--- config.mk ---
export PLATFORM = sky130hd
export DESIGN_NAME = revolved_profile_triangulator_flat
export DESIGN_NICKNAME = d
export VERILOG_FILES = /design/src/rpt_pkg.sv /design/src/rpt_point_if.sv /design/src/rpt_tri_if.sv /design/src/revolved_profile_triangulator.sv /design/src/flat_wrapper.sv
export SDC_FILE = /design/constraint.sdc
export NUM_CORES = 2
export LEC_CHECK = 0
export ABC_AREA = 0
export BUFFER_PORTS_ARGS = -buffer_cell sky130_fd_sc_hd__buf_2
export CAP_MARGIN = 20
export CORE_UTILIZATION = 40
export CTS_CLUSTER_DIAMETER = 150
export DETAILED_ROUTE_END_ITERATION = 12
export GPL_TIMING_DRIVEN = 0
export SETUP_SLACK_MARGIN = 0.4
export SYNTH_ARGS = -nofsm -noshare
export SYNTH_HDL_FRONTEND = slang
export SYNTH_SLANG_ARGS = --single-unit
--- constraint.sdc ---
create_clock -name clk -period 17.63 [get_ports clk]
set_input_delay 0.8815 -clock clk [delete_from_list [all_inputs] [get_ports clk]]
set_output_delay 0.8815 -clock clk [all_outputs]
set_load 0.1 [all_outputs]
--- src/rpt_pkg.sv ---
`timescale 1ns / 1ps

package rpt_pkg;

  typedef logic signed [15:0] coord_t;

  typedef struct packed {
    coord_t x;
    coord_t y;
    coord_t z;
  } vertex_t;

  localparam int FracBits = 14;
  localparam logic signed [31:0] RoundHalf = 32'sd8192;
  localparam logic signed [17:0] CoordMax = 18'sd32767;
  localparam logic signed [17:0] CoordMin = -18'sd32768;

  localparam longint PiQ30 = 64'sd3373259426;
  localparam longint OneQ30 = 64'sd1073741824;

endpackage

--- src/rpt_point_if.sv ---
`timescale 1ns / 1ps

interface rpt_point_if;
  logic valid;
  logic ready;
  rpt_pkg::coord_t radius;
  rpt_pkg::coord_t height;
  logic first_point;

  modport source (output valid, radius, height, first_point, input ready);
  modport sink (input valid, radius, height, first_point, output ready);
endinterface

--- src/rpt_tri_if.sv ---
`timescale 1ns / 1ps

interface rpt_tri_if;
  logic valid;
  logic ready;
  rpt_pkg::coord_t a_x;
  rpt_pkg::coord_t a_y;
  rpt_pkg::coord_t a_z;
  rpt_pkg::coord_t b_x;
  rpt_pkg::coord_t b_y;
  rpt_pkg::coord_t b_z;
  rpt_pkg::coord_t c_x;
  rpt_pkg::coord_t c_y;
  rpt_pkg::coord_t c_z;
  logic band_end;

  modport source (output valid, a_x, a_y, a_z, b_x, b_y, b_z, c_x, c_y, c_z, band_end,
                  input ready);
  modport sink (input valid, a_x, a_y, a_z, b_x, b_y, b_z, c_x, c_y, c_z, band_end,
                output ready);
endinterface

--- src/revolved_profile_triangulator.sv ---
`timescale 1ns / 1ps

// Sweeps a profile of (radius, height) points in signed Q8.8 about the z axis. A point
// that closes a band gives 2*DIVISIONS triangles, one per cycle from the output
// register while triangles.ready does not stall it, and the block stays busy until the
// last of them is loaded; the next point is taken in the same cycle as the last
// triangle of the band is loaded, so bands run back to back. A point that opens a
// profile gives no triangle and is stored without making the block busy. The output
// register is fed by six 16x16 multipliers on a sine/cosine table of 2*DIVISIONS
// half-step entries in Q1.14 that is fixed at elaboration. band_end marks the last triangle of each band.
module revolved_profile_triangulator #(
  parameter int DIVISIONS = 8
) (
  input logic clk,
  input logic rst,
  rpt_point_if.sink points,
  rpt_tri_if.source triangles
);

  localparam int STEPS = 2 * DIVISIONS;
  localparam int IDX_W = $clog2(STEPS);

  // quarter-wave taylor series in q30, mapped to its quadrant, rounded to q1.14
  function automatic rpt_pkg::coord_t tab_entry(input int t, input bit want_cos);
    int q;
    int r;
    longint x;
    longint unsigned xu;
    longint unsigned x2;
    longint unsigned ts;
    longint unsigned tc;
    longint ss;
    longint cs;
    longint sc;
    longint cc;
    rpt_pkg::coord_t s14;
    rpt_pkg::coord_t c14;
    rpt_pkg::coord_t sv;
    rpt_pkg::coord_t cv;
    q = (2 * t) / DIVISIONS;
    r = 2 * t - q * DIVISIONS;
    x = (rpt_pkg::PiQ30 * longint'(r)) / STEPS;
    xu = longint'(x);
    x2 = (xu * xu) >> 30;
    ts = xu;
    tc = rpt_pkg::OneQ30;
    ss = x;
    cs = rpt_pkg::OneQ30;
    ts = ((ts * x2) / 6) >> 30;   tc = ((tc * x2) / 2) >> 30;
    ss -= longint'(ts);           cs -= longint'(tc);
    ts = ((ts * x2) / 20) >> 30;  tc = ((tc * x2) / 12) >> 30;
    ss += longint'(ts);           cs += longint'(tc);
    ts = ((ts * x2) / 42) >> 30;  tc = ((tc * x2) / 30) >> 30;
    ss -= longint'(ts);           cs -= longint'(tc);
    ts = ((ts * x2) / 72) >> 30;  tc = ((tc * x2) / 56) >> 30;
    ss += longint'(ts);           cs += longint'(tc);
    ts = ((ts * x2) / 110) >> 30; tc = ((tc * x2) / 90) >> 30;
    ss -= longint'(ts);           cs -= longint'(tc);
    ts = ((ts * x2) / 156) >> 30; tc = ((tc * x2) / 132) >> 30;
    ss += longint'(ts);           cs += longint'(tc);
    ts = ((ts * x2) / 210) >> 30; tc = ((tc * x2) / 182) >> 30;
    ss -= longint'(ts);           cs -= longint'(tc);
    ts = ((ts * x2) / 272) >> 30; tc = ((tc * x2) / 240) >> 30;
    ss += longint'(ts);           cs += longint'(tc);
    ts = ((ts * x2) / 342) >> 30; tc = ((tc * x2) / 306) >> 30;
    ss -= longint'(ts);           cs -= longint'(tc);
    sc = (ss < 0) ? 64'sd0 : ((ss > rpt_pkg::OneQ30) ? rpt_pkg::OneQ30 : ss);
    cc = (cs < 0) ? 64'sd0 : ((cs > rpt_pkg::OneQ30) ? rpt_pkg::OneQ30 : cs);
    s14 = 16'((sc + 64'sd32768) >>> 16);
    c14 = 16'((cc + 64'sd32768) >>> 16);
    case (q % 4)
      0: begin
        sv = s14;
        cv = c14;
      end
      1: begin
        sv = c14;
        cv = -s14;
      end
      2: begin
        sv = -s14;
        cv = -c14;
      end
      default: begin
        sv = -c14;
        cv = s14;
      end
    endcase
    return want_cos ? cv : sv;
  endfunction

  // q8.8 times q1.14, rounded half up and saturated
  function automatic rpt_pkg::coord_t scale(input rpt_pkg::coord_t r, input rpt_pkg::coord_t t);
    logic signed [31:0] p;
    logic signed [17:0] v;
    rpt_pkg::coord_t res;
    p = 32'(r) * 32'(t) + rpt_pkg::RoundHalf;
    v = 18'(p >>> rpt_pkg::FracBits);
    if (v > rpt_pkg::CoordMax) begin
      res = 16'(rpt_pkg::CoordMax);
    end else if (v < rpt_pkg::CoordMin) begin
      res = 16'(rpt_pkg::CoordMin);
    end else begin
      res = 16'(v);
    end
    return res;
  endfunction

  // angle index 2*j + parity of the previous point, j = m + inc
  function automatic logic [IDX_W-1:0] prev_idx(input logic [IDX_W-2:0] m, input logic inc,
                                                 input logic par);
    logic [IDX_W-1:0] j;
    logic [IDX_W:0] e;
    j = IDX_W'(m) + IDX_W'(inc);
    e = {j, par};
    if (e >= (IDX_W + 1)'(STEPS)) begin
      e = e - (IDX_W + 1)'(STEPS);
    end
    return e[IDX_W-1:0];
  endfunction

  // the current point sits one half step behind
  function automatic logic [IDX_W-1:0] cur_idx(input logic [IDX_W-1:0] pi);
    return (pi == '0) ? IDX_W'(STEPS - 1) : pi - 1'b1;
  endfunction

  rpt_pkg::coord_t sin_tab [STEPS];
  rpt_pkg::coord_t cos_tab [STEPS];

  for (genvar g = 0; g < STEPS; g++) begin : g_tab
    localparam rpt_pkg::coord_t SinVal = tab_entry(g, 1'b0);
    localparam rpt_pkg::coord_t CosVal = tab_entry(g, 1'b1);
    assign sin_tab[g] = SinVal;
    assign cos_tab[g] = CosVal;
  end

  rpt_pkg::coord_t prev_radius;
  rpt_pkg::coord_t prev_height;
  logic have_previous;
  logic band_parity;

  rpt_pkg::coord_t work_prev_r;
  rpt_pkg::coord_t work_prev_h;
  rpt_pkg::coord_t work_cur_r;
  rpt_pkg::coord_t work_cur_h;
  logic work_parity;
  logic busy;
  logic [IDX_W-1:0] k;

  logic accept;
  logic emit;
  logic advance;
  logic last_step;
  logic odd;
  logic [IDX_W-2:0] m;
  logic [IDX_W-1:0] idx_a;
  logic [IDX_W-1:0] idx_b;
  logic [IDX_W-1:0] idx_c;
  rpt_pkg::coord_t c_r;
  rpt_pkg::coord_t c_h;
  rpt_pkg::vertex_t va;
  rpt_pkg::vertex_t vb;
  rpt_pkg::vertex_t vc;

  assign last_step = (k == IDX_W'(STEPS - 1));
  assign advance = busy && (!triangles.valid || triangles.ready);
  assign points.ready = !busy || (advance && last_step);
  assign accept = points.valid && points.ready;
  assign emit = !points.first_point && have_previous;

  assign odd = k[0];
  assign m = k[IDX_W-1:1];

  always_comb begin
    idx_a = prev_idx(m, odd, work_parity);
    idx_b = cur_idx(idx_a);
    if (odd) begin
      idx_c = prev_idx(m, 1'b0, work_parity);
      c_r = work_prev_r;
      c_h = work_prev_h;
    end else begin
      idx_c = cur_idx(prev_idx(m, 1'b1, work_parity));
      c_r = work_cur_r;
      c_h = work_cur_h;
    end
    va = '{x: scale(work_prev_r, sin_tab[idx_a]), y: scale(work_prev_r, cos_tab[idx_a]),
           z: work_prev_h};
    vb = '{x: scale(work_cur_r, sin_tab[idx_b]), y: scale(work_cur_r, cos_tab[idx_b]),
           z: work_cur_h};
    vc = '{x: scale(c_r, sin_tab[idx_c]), y: scale(c_r, cos_tab[idx_c]), z: c_h};
  end

  always_ff @(posedge clk) begin
    if (rst) begin
      prev_radius <= '0;
      prev_height <= '0;
      have_previous <= 1'b0;
      band_parity <= 1'b0;
      busy <= 1'b0;
      k <= '0;
    end else begin
      if (accept && emit) begin
        busy <= 1'b1;
        k <= '0;
      end else if (advance) begin
        k <= k + 1'b1;
        if (last_step) begin
          busy <= 1'b0;
        end
      end
      if (accept) begin
        prev_radius <= points.radius;
        prev_height <= points.height;
        have_previous <= 1'b1;
        if (emit) begin
          band_parity <= ~band_parity;
        end else begin
          band_parity <= 1'b0;
        end
      end
    end
  end

  always_ff @(posedge clk) begin
    if (accept && emit) begin
      work_prev_r <= prev_radius;
      work_prev_h <= prev_height;
      work_cur_r <= points.radius;
      work_cur_h <= points.height;
      work_parity <= band_parity;
    end
  end

  always_ff @(posedge clk) begin
    if (rst) begin
      triangles.valid <= 1'b0;
    end else if (advance) begin
      triangles.valid <= 1'b1;
    end else if (triangles.ready) begin
      triangles.valid <= 1'b0;
    end
  end

  always_ff @(posedge clk) begin
    if (advance) begin
      triangles.a_x <= va.x;
      triangles.a_y <= va.y;
      triangles.a_z <= va.z;
      triangles.b_x <= vb.x;
      triangles.b_y <= vb.y;
      triangles.b_z <= vb.z;
      triangles.c_x <= vc.x;
      triangles.c_y <= vc.y;
      triangles.c_z <= vc.z;
      triangles.band_end <= last_step;
    end
  end

  a_band_start: assert property (@(posedge clk) disable iff (rst)
    accept && emit |=> busy && k == '0)
    else $error("band did not start after transaction");

  a_prev_kept: assert property (@(posedge clk) disable iff (rst)
    have_previous |=> have_previous)
    else $error("previous point lost");

  a_band_end: assert property (@(posedge clk) disable iff (rst)
    advance |=> triangles.valid && triangles.band_end == $past(last_step))
    else $error("band_end out of step with slice counter");

  a_prev_update: assert property (@(posedge clk) disable iff (rst)
    accept |=> prev_radius == $past(points.radius) && prev_height == $past(points.height))
    else $error("previous point not updated");

endmodule

--- src/flat_wrapper.sv ---
// flat-port wrapper written by rule: the top's interface ports become plain ports
module revolved_profile_triangulator_flat 
#(
  parameter int DIVISIONS = 8
)
  (clk, rst, points_valid, points_radius, points_height, points_first_point, points_ready, triangles_valid, triangles_a_x, triangles_a_y, triangles_a_z, triangles_b_x, triangles_b_y, triangles_b_z, triangles_c_x, triangles_c_y, triangles_c_z, triangles_band_end, triangles_ready);
  rpt_point_if points_i ();
  rpt_tri_if triangles_i ();
  input logic clk;
  input logic rst;
  input wire logic [$bits(points_i.valid)-1:0] points_valid;
  input wire logic [$bits(points_i.radius)-1:0] points_radius;
  input wire logic [$bits(points_i.height)-1:0] points_height;
  input wire logic [$bits(points_i.first_point)-1:0] points_first_point;
  output wire logic [$bits(points_i.ready)-1:0] points_ready;
  output wire logic [$bits(triangles_i.valid)-1:0] triangles_valid;
  output wire logic [$bits(triangles_i.a_x)-1:0] triangles_a_x;
  output wire logic [$bits(triangles_i.a_y)-1:0] triangles_a_y;
  output wire logic [$bits(triangles_i.a_z)-1:0] triangles_a_z;
  output wire logic [$bits(triangles_i.b_x)-1:0] triangles_b_x;
  output wire logic [$bits(triangles_i.b_y)-1:0] triangles_b_y;
  output wire logic [$bits(triangles_i.b_z)-1:0] triangles_b_z;
  output wire logic [$bits(triangles_i.c_x)-1:0] triangles_c_x;
  output wire logic [$bits(triangles_i.c_y)-1:0] triangles_c_y;
  output wire logic [$bits(triangles_i.c_z)-1:0] triangles_c_z;
  output wire logic [$bits(triangles_i.band_end)-1:0] triangles_band_end;
  input wire logic [$bits(triangles_i.ready)-1:0] triangles_ready;
  assign points_i.valid = points_valid;
  assign points_i.radius = points_radius;
  assign points_i.height = points_height;
  assign points_i.first_point = points_first_point;
  assign points_ready = points_i.ready;
  assign triangles_valid = triangles_i.valid;
  assign triangles_a_x = triangles_i.a_x;
  assign triangles_a_y = triangles_i.a_y;
  assign triangles_a_z = triangles_i.a_z;
  assign triangles_b_x = triangles_i.b_x;
  assign triangles_b_y = triangles_i.b_y;
  assign triangles_b_z = triangles_i.b_z;
  assign triangles_c_x = triangles_i.c_x;
  assign triangles_c_y = triangles_i.c_y;
  assign triangles_c_z = triangles_i.c_z;
  assign triangles_band_end = triangles_i.band_end;
  assign triangles_i.ready = triangles_ready;
  revolved_profile_triangulator #(.DIVISIONS(DIVISIONS)) u_core (.clk(clk), .rst(rst), .points(points_i), .triangles(triangles_i));
endmodule
== Yosys cells after proc, flatten, opt, wreduce, memory -nomap -nowiden ==
Memories as Yosys holds them, arrays and structs flattened.
Cells that the tools add are included.
Operators by class
  muxes and demuxes: 33
  bitwise logic cells: 4
  equality and inequality tests: 1
  order comparisons: 18
  $mul: 6
  add/subtract/negate cells: 14
  reduce and logical (&&, ||, !) cells: 17
Operators with widths (number)
  16-bit two-way mux: 20
  32-bit by 15-bit adder with 32-bit output (second input constant): 6
  16-bit by 16-bit multiplier with 32-bit output: 6
  18-bit by 16-bit greater-than comparator with 1-bit output (second input constant): 6
  18-bit by 16-bit less-than comparator with 1-bit output (second input constant): 6
  4-bit two-way mux: 7
  5-bit greater-or-equal comparator (second input constant): 5
  4-bit by 1-bit subtractor with 4-bit output (second input constant): 5
  4-bit NOT with 5-bit output: 3
  4-bit logical NOT: 2
  1-bit two-way mux: 6
  2-bit nonzero test: 3
  4-bit by 5-bit greater-or-equal comparator with 1-bit output (second input constant): 1
  1-bit logical AND: 5
  3-bit by 1-bit adder with 4-bit output: 1
  3-bit by 1-bit adder with 4-bit output (second input constant): 1
  4-bit by 1-bit adder with 4-bit output (second input constant): 1
  4-bit equality test (second input constant): 1
  1-bit logical NOT: 3
  1-bit logical OR: 2
  2-bit AND reduction: 1
  2-bit OR reduction: 1
  1-bit NOT: 1
Word-level totals
  bits in registers: 250
  ROM bits: 1536
  bits of input ports: 37
  memories: 6
  output and inout port bits: 147
Memory list
  (no name shown): words 16, bits a word 16, read ports 1, clocked after Yosys merged registers in 0, wr ports 0, line revolved_profile_triangulator.sv:190  | vc = '{x: scale(c_r, sin_tab[idx_c]), y: scale(c_r, cos_tab[idx_c]), z: c_h};
  (no name shown): words 16, bits a word 16, read ports 1, clocked after Yosys merged registers in 0, wr ports 0, line revolved_profile_triangulator.sv:190
  (no name shown): words 16, bits a word 16, read ports 1, clocked after Yosys merged registers in 0, wr ports 0, line revolved_profile_triangulator.sv:188  | vb = '{x: scale(work_cur_r, sin_tab[idx_b]), y: scale(work_cur_r, cos_tab[idx_b]),
  (no name shown): words 16, bits a word 16, read ports 1, clocked after Yosys merged registers in 0, wr ports 0, line revolved_profile_triangulator.sv:188
  (no name shown): words 16, bits a word 16, read ports 1, clocked after Yosys merged registers in 0, wr ports 0, line revolved_profile_triangulator.sv:186  | va = '{x: scale(work_prev_r, sin_tab[idx_a]), y: scale(work_prev_r, cos_tab[idx_a]),
  (no name shown): words 16, bits a word 16, read ports 1, clocked after Yosys merged registers in 0, wr ports 0, line revolved_profile_triangulator.sv:186

== Longest topological paths before layout ==
  word-level depth: 15
  depth in mapped cells: 38
  mapped depth without buffers: 35

== Worst setup path before layout ==
No wires, ideal clock.
  path kind: input port to flip-flop
  start: input port triangles_ready
  end: register u_core.work_cur_h[0], enable pin
  stages on the path: 4
  arrival time: 8.911 ns
  buffers on the path: 0
  library setup time: 0.598 ns
  slack: 8.121 ns
  path through: nor2b_1 > o21ai_0 > nand2_1 > nor3b_1
On the way
  cells in the longest elaborated chain, start to end: 6
Ends and longest elaborated chain
  start, declared: line flat_wrapper.sv:27  | input wire logic [$bits(triangles_i.ready)-1:0] triangles_ready;
  1-bit logical OR: line revolved_profile_triangulator.sv:166  | assign advance = busy && (!triangles.valid || triangles.ready);
  1-bit logical AND: line revolved_profile_triangulator.sv:166
  1-bit logical AND: line revolved_profile_triangulator.sv:167  | assign points.ready = !busy || (advance && last_step);
  1-bit logical OR: line revolved_profile_triangulator.sv:167
  net points_ready: line flat_wrapper.sv:15  | output wire logic [$bits(points_i.ready)-1:0] points_ready;
  1-bit logical AND: line revolved_profile_triangulator.sv:168  | assign accept = points.valid && points.ready;
  1-bit logical AND: line revolved_profile_triangulator.sv:225  | if (accept && emit) begin
  end signal, assigned: line revolved_profile_triangulator.sv:229  | work_cur_h <= points.height;
  end, declared: line revolved_profile_triangulator.sv:145  | rpt_pkg::coord_t work_cur_h;
The timed path passes the listed nets, and every way through them passes these cells.
A chain may end at the register's enable or synchronous reset.

== Worst setup path after layout ==
  start: register u_core.k[1]
  end: register u_core.triangles.b_y[14] (data pin)
On the way
  cells in the longest elaborated chain, start to end: 13
  elaborated cells between the ends (all ways): 16
  those cells by class: add/sub: 4; mul: 1; order compare: 3; mux: 5; bitwise: 1; reduce/logical: 1; memory: 1
Ends and longest elaborated chain
  start, declared: line revolved_profile_triangulator.sv:148  | logic [IDX_W-1:0] k;
  start signal, assigned: line revolved_profile_triangulator.sv:206  | k <= k + 1'b1;
  3-bit by 1-bit adder with 4-bit output (*): line revolved_profile_triangulator.sv:114  | j = IDX_W'(m) + IDX_W'(inc);
  4-bit by 1-bit subtractor with 4-bit output or 5-bit greater-or-equal comparator (tied branches): line revolved_profile_triangulator.sv:117, revolved_profile_triangulator.sv:116
  4-bit two-way mux (*): line revolved_profile_triangulator.sv:116  | if (e >= (IDX_W + 1)'(STEPS)) begin
  net u_core.idx_a[1]: line revolved_profile_triangulator.sv:156  | logic [IDX_W-1:0] idx_a;
  4-bit by 1-bit subtractor with 4-bit output or 4-bit logical NOT (tied branches): line revolved_profile_triangulator.sv:124  | return (pi == '0) ? IDX_W'(STEPS - 1) : pi - 1'b1;
  4-bit two-way mux (*): line revolved_profile_triangulator.sv:124
  4-bit NOT with 5-bit output (not written as such) (*): line revolved_profile_triangulator.sv:188
  memory 16 x 16 bit (*)
  16-bit two-way mux (not written as such) (*) (2 in series): line revolved_profile_triangulator.sv:188
  16-bit by 16-bit multiplier with 32-bit output (*): line revolved_profile_triangulator.sv:97  | p = 32'(r) * 32'(t) + rpt_pkg::RoundHalf;
  32-bit by 15-bit adder with 32-bit output (*): line revolved_profile_triangulator.sv:97
  18-bit by 16-bit less-than comparator with 1-bit output: line revolved_profile_triangulator.sv:101  | end else if (v < rpt_pkg::CoordMin) begin
  16-bit two-way mux: line revolved_profile_triangulator.sv:101
  end signal, assigned: line revolved_profile_triangulator.sv:250  | triangles.b_y <= vb.y;
  end, declared: line rpt_tri_if.sv:17  | modport source (output valid, a_x, a_y, a_z, b_x, b_y, b_z, c_x, c_y, c_z, band_end,
Mark *: on every way through the listed nets, which the timed path passes. The rest lies on a longest branch. The select of a mux whose other input is x is not followed.

==> flow_metrics.py <==
metrics = {
    "status": {
        "outcome": "completed",
    },
    "global_routing": {
        "antenna_found_initial": 19,
        "grt_pass1_vias": 49200,
        "grt-ovfl-total": 0,
        "grt_pass1_wl_mm": 290,
        "grtUsageTotal_pct": 23.2,
        "grt_start_max_net_pins": 59,
    },
    "clock_network": {
        "cts_resized": 0,
        "cts_post_setup_buffers_inserted": 0,
        "clk_latency_ns": 0.63,
        "cts_buffers": 34,
        "cts-root-buf": "clkbuf_16",
        "cts_buffer_depth": 3,
        "cts-hold-fix-buffers": 0,
        "htreeDepth": 2,
        "cts_tree": "done",
        "path_clk_slew_ns": 0.06,
        "cts.sinks": 250,
    },
    "floorplanning": {
        "initial_core_util_pct": 40.3,
        "die_w_um": 407,
        "dieArea_um2": 166000,
        "die_y_um": 407,
        "core_um2": 163000,
        "num_rows": 148,
        "io_pins": 184,
    },
    "synthesis": {
        "synth.distinct_cells": 90,
        "synth_most_common_cell": "inv_1",
        "ys_ff_latch": 250,
        "synth_top_cell_area_share_pct": 47.3,
        "synthArstFlopShare_pct": 0,
        "ys_warn_count": 0,
        "synth_area_um2": 65600,
        "synth_ff_type": "edfxtp_1",
        "synth_edf_count": 210,
        "synth_common_cells": "1768 x inv_1, 1550 x fa_1, 580 x nand2_1, 495 x ha_1, 330 x nor2_1",
        "syn_inst": 6685,
        "synth_seq_area_share_pct": 10.8,
        "yosys-top-cells-area": "fa_1 47%, inv_1 10%, edfxtp_1 9.6%",
        "synth_nets": 8767,
        "synth_largest_area_cell": "fa_1",
        "syn_area_per_cell_um2": 9.82,
    },
    "critical_path": {
        "slowest_delay_ns": 0.73,
        "critical_path.top_delay_family": "adder cells",
        "r2r_end": "u_core.triangles.b_y[14]",
        "critPathLaunch": "u_core.k[1]",
        "crit_path_frequent_cell": "fa_1",
        "start_kind": "register",
        "path_class": "register to register",
        "reg2regPathDepth": 34,
        "critPathCapture": "u_core.triangles.b_y[14]",
        "worstPathRequired_ns": 17.97,
        "r2r_start": "u_core.k[1]",
        "r2r_slack_ns": 5.40,
        "crit_cells": 34,
        "cp_num_buf_inv": 9,
        "critical_path_arrival_ns": 12.57,
        "end_kind": "register",
        "path_max_fanout": 11,
        "crit_slowest_cell": "a21oi_1",
    },
    "routing": {
        "antenna_left": 0,
        "top_layer_used": "met5",
        "wl_met2_mm": 85.2,
        "route.met3.wl_mm": 13.6,
        "num_vias": 45600,
        "first_pass_iters": 5,
        "drcViolationCount": 0,
        "wl_met1_mm": 79.8,
        "routedWlPerCell_um": 20.1,
        "drt_iter0_drc": 2878,
        "wl_mm": 183,
        "vias_per_cell": 4.99,
    },
    "placed_design": {
        "gp_congestion": 0.945,
        "dp_hpwl_mm": 158,
        "numPortBuffers": 182,
    },
    "sta": {
        "tightestPinTransition_ns": 1.16,
        "finalMaxSlewViolations": 0,
        "hold_viol": 0,
        "clock_skew_ns": 0.0323,
        "tns_ns": 0,
        "grt_setup_unrepaired": "no",
        "setup_violations": 0,
        "period_needed_ns": 12.23,
        "maxSlewHeadroom_pct": 22.3,
        "finalCritPeriodShare_pct": 69.3,
        "fmax_mhz": 81.8,
    },
    "finish": {
        "final-seq-area_um2": 7110,
        "multi_input_area_um2": 51000,
        "layout-drive-gt1-share_pct": 5.49,
        "nNetsFinal": 9012,
        "fillers": 15700,
        "area_delta_synth_final_pct": 7.78,
    },
    "worst_hold_path": {
        "min_path_type": "register to register",
    },
    "flow_run": {
        "maxCapViolations": 0,
    },
}
## metal layers
metal	global-route usage [%]	vias to the layer above
li1	-	20500
met1	32.4	23500
met2	36.9	1406
met3	4.36	233
met4	5.83	10
met5	0	-
## cell families (layout without fill, tap and decap cells)
kind of cell | Yosys count | in the layout | share of synthesized area, %
AOI/OAI and AO/OA | 592 | 592 | 5.88
xor gates and xnor gates | 187 | 187 | 2.57
adders and majority gates | 2045 | 2045 | 56.7
buffers and inverters | 1986 | 2256 | 11.4
DFF | 250 | 250 | 10.8
muxes | 73 | 73 | 1.24
other | 0 | 3 | 0
and+or+nand+nor | 1552 | 1552 | 11.3
## placed cells by master (no fill, tap or decap), types with 93 or more instances in the layout
cell,n
a21oi_1,190
buf_2,194
edfxtp_1,210
nor2_1,330
fa_1,1550
xnor2_1,128
o21ai_0,93
a21o_1,116
nand2_1,580
ha_1,495
and2_1,298
clkbuf_1,192
inv_1,1768
nor2b_1,120
## per-stage QoR
step | setup slack, ns | cell area, µm² | hold slack [ns] | instances | utilization (%)
4_1_cts | 5.62 | 70700 | 0.379 | 9127 | 43.4
3_3_place_gp | 5.68 | 69300 | 0.410 | 9042 | 42.5
5_1_grt | 4.79 | 70700 | 0.397 | 9130 | 43.4
3_5_place_dp | 5.63 | 69600 | 0.413 | 9066 | 42.7
2_1_floorplan | 8.12 | 65600 | 0.408 | 6685 | -
6_report | 5.40 | 70700 | 0.424 | 9133 | 43.5
## how the worst min path moves through the flow
stage                          start               endpoint  slack (ns)  cells after the start
2_1_floorplan  u_core.prev_height[0]  u_core.work_prev_h[0]        0.41                      0
3_3_place_gp   u_core.prev_height[2]  u_core.work_prev_h[2]        0.41                      0
3_5_place_dp   u_core.prev_radius[4]  u_core.work_prev_r[4]        0.41                      0
4_1_cts            points_radius[12]  u_core.work_cur_r[12]        0.38                      1
5_1_grt            points_radius[12]  u_core.work_cur_r[12]        0.40                      1
6_report       u_core.prev_radius[3]  u_core.work_prev_r[3]        0.42                      0
## cell type report
cell class,instances,share of cell area (%)
plain buffers,214,1.22
clock inverters,18,0.262
repair buffers,209,1.72
clock buffers,43,1.37
inverters,1772,9.41
diodes,3,0.0106
well taps,2175,3.85
flip-flops and latches,250,10.0
multi-input cells,4449,72.1
Power is not shown: default switching activity piles up to over one toggle a cycle in this logic, so the estimate is an artifact.
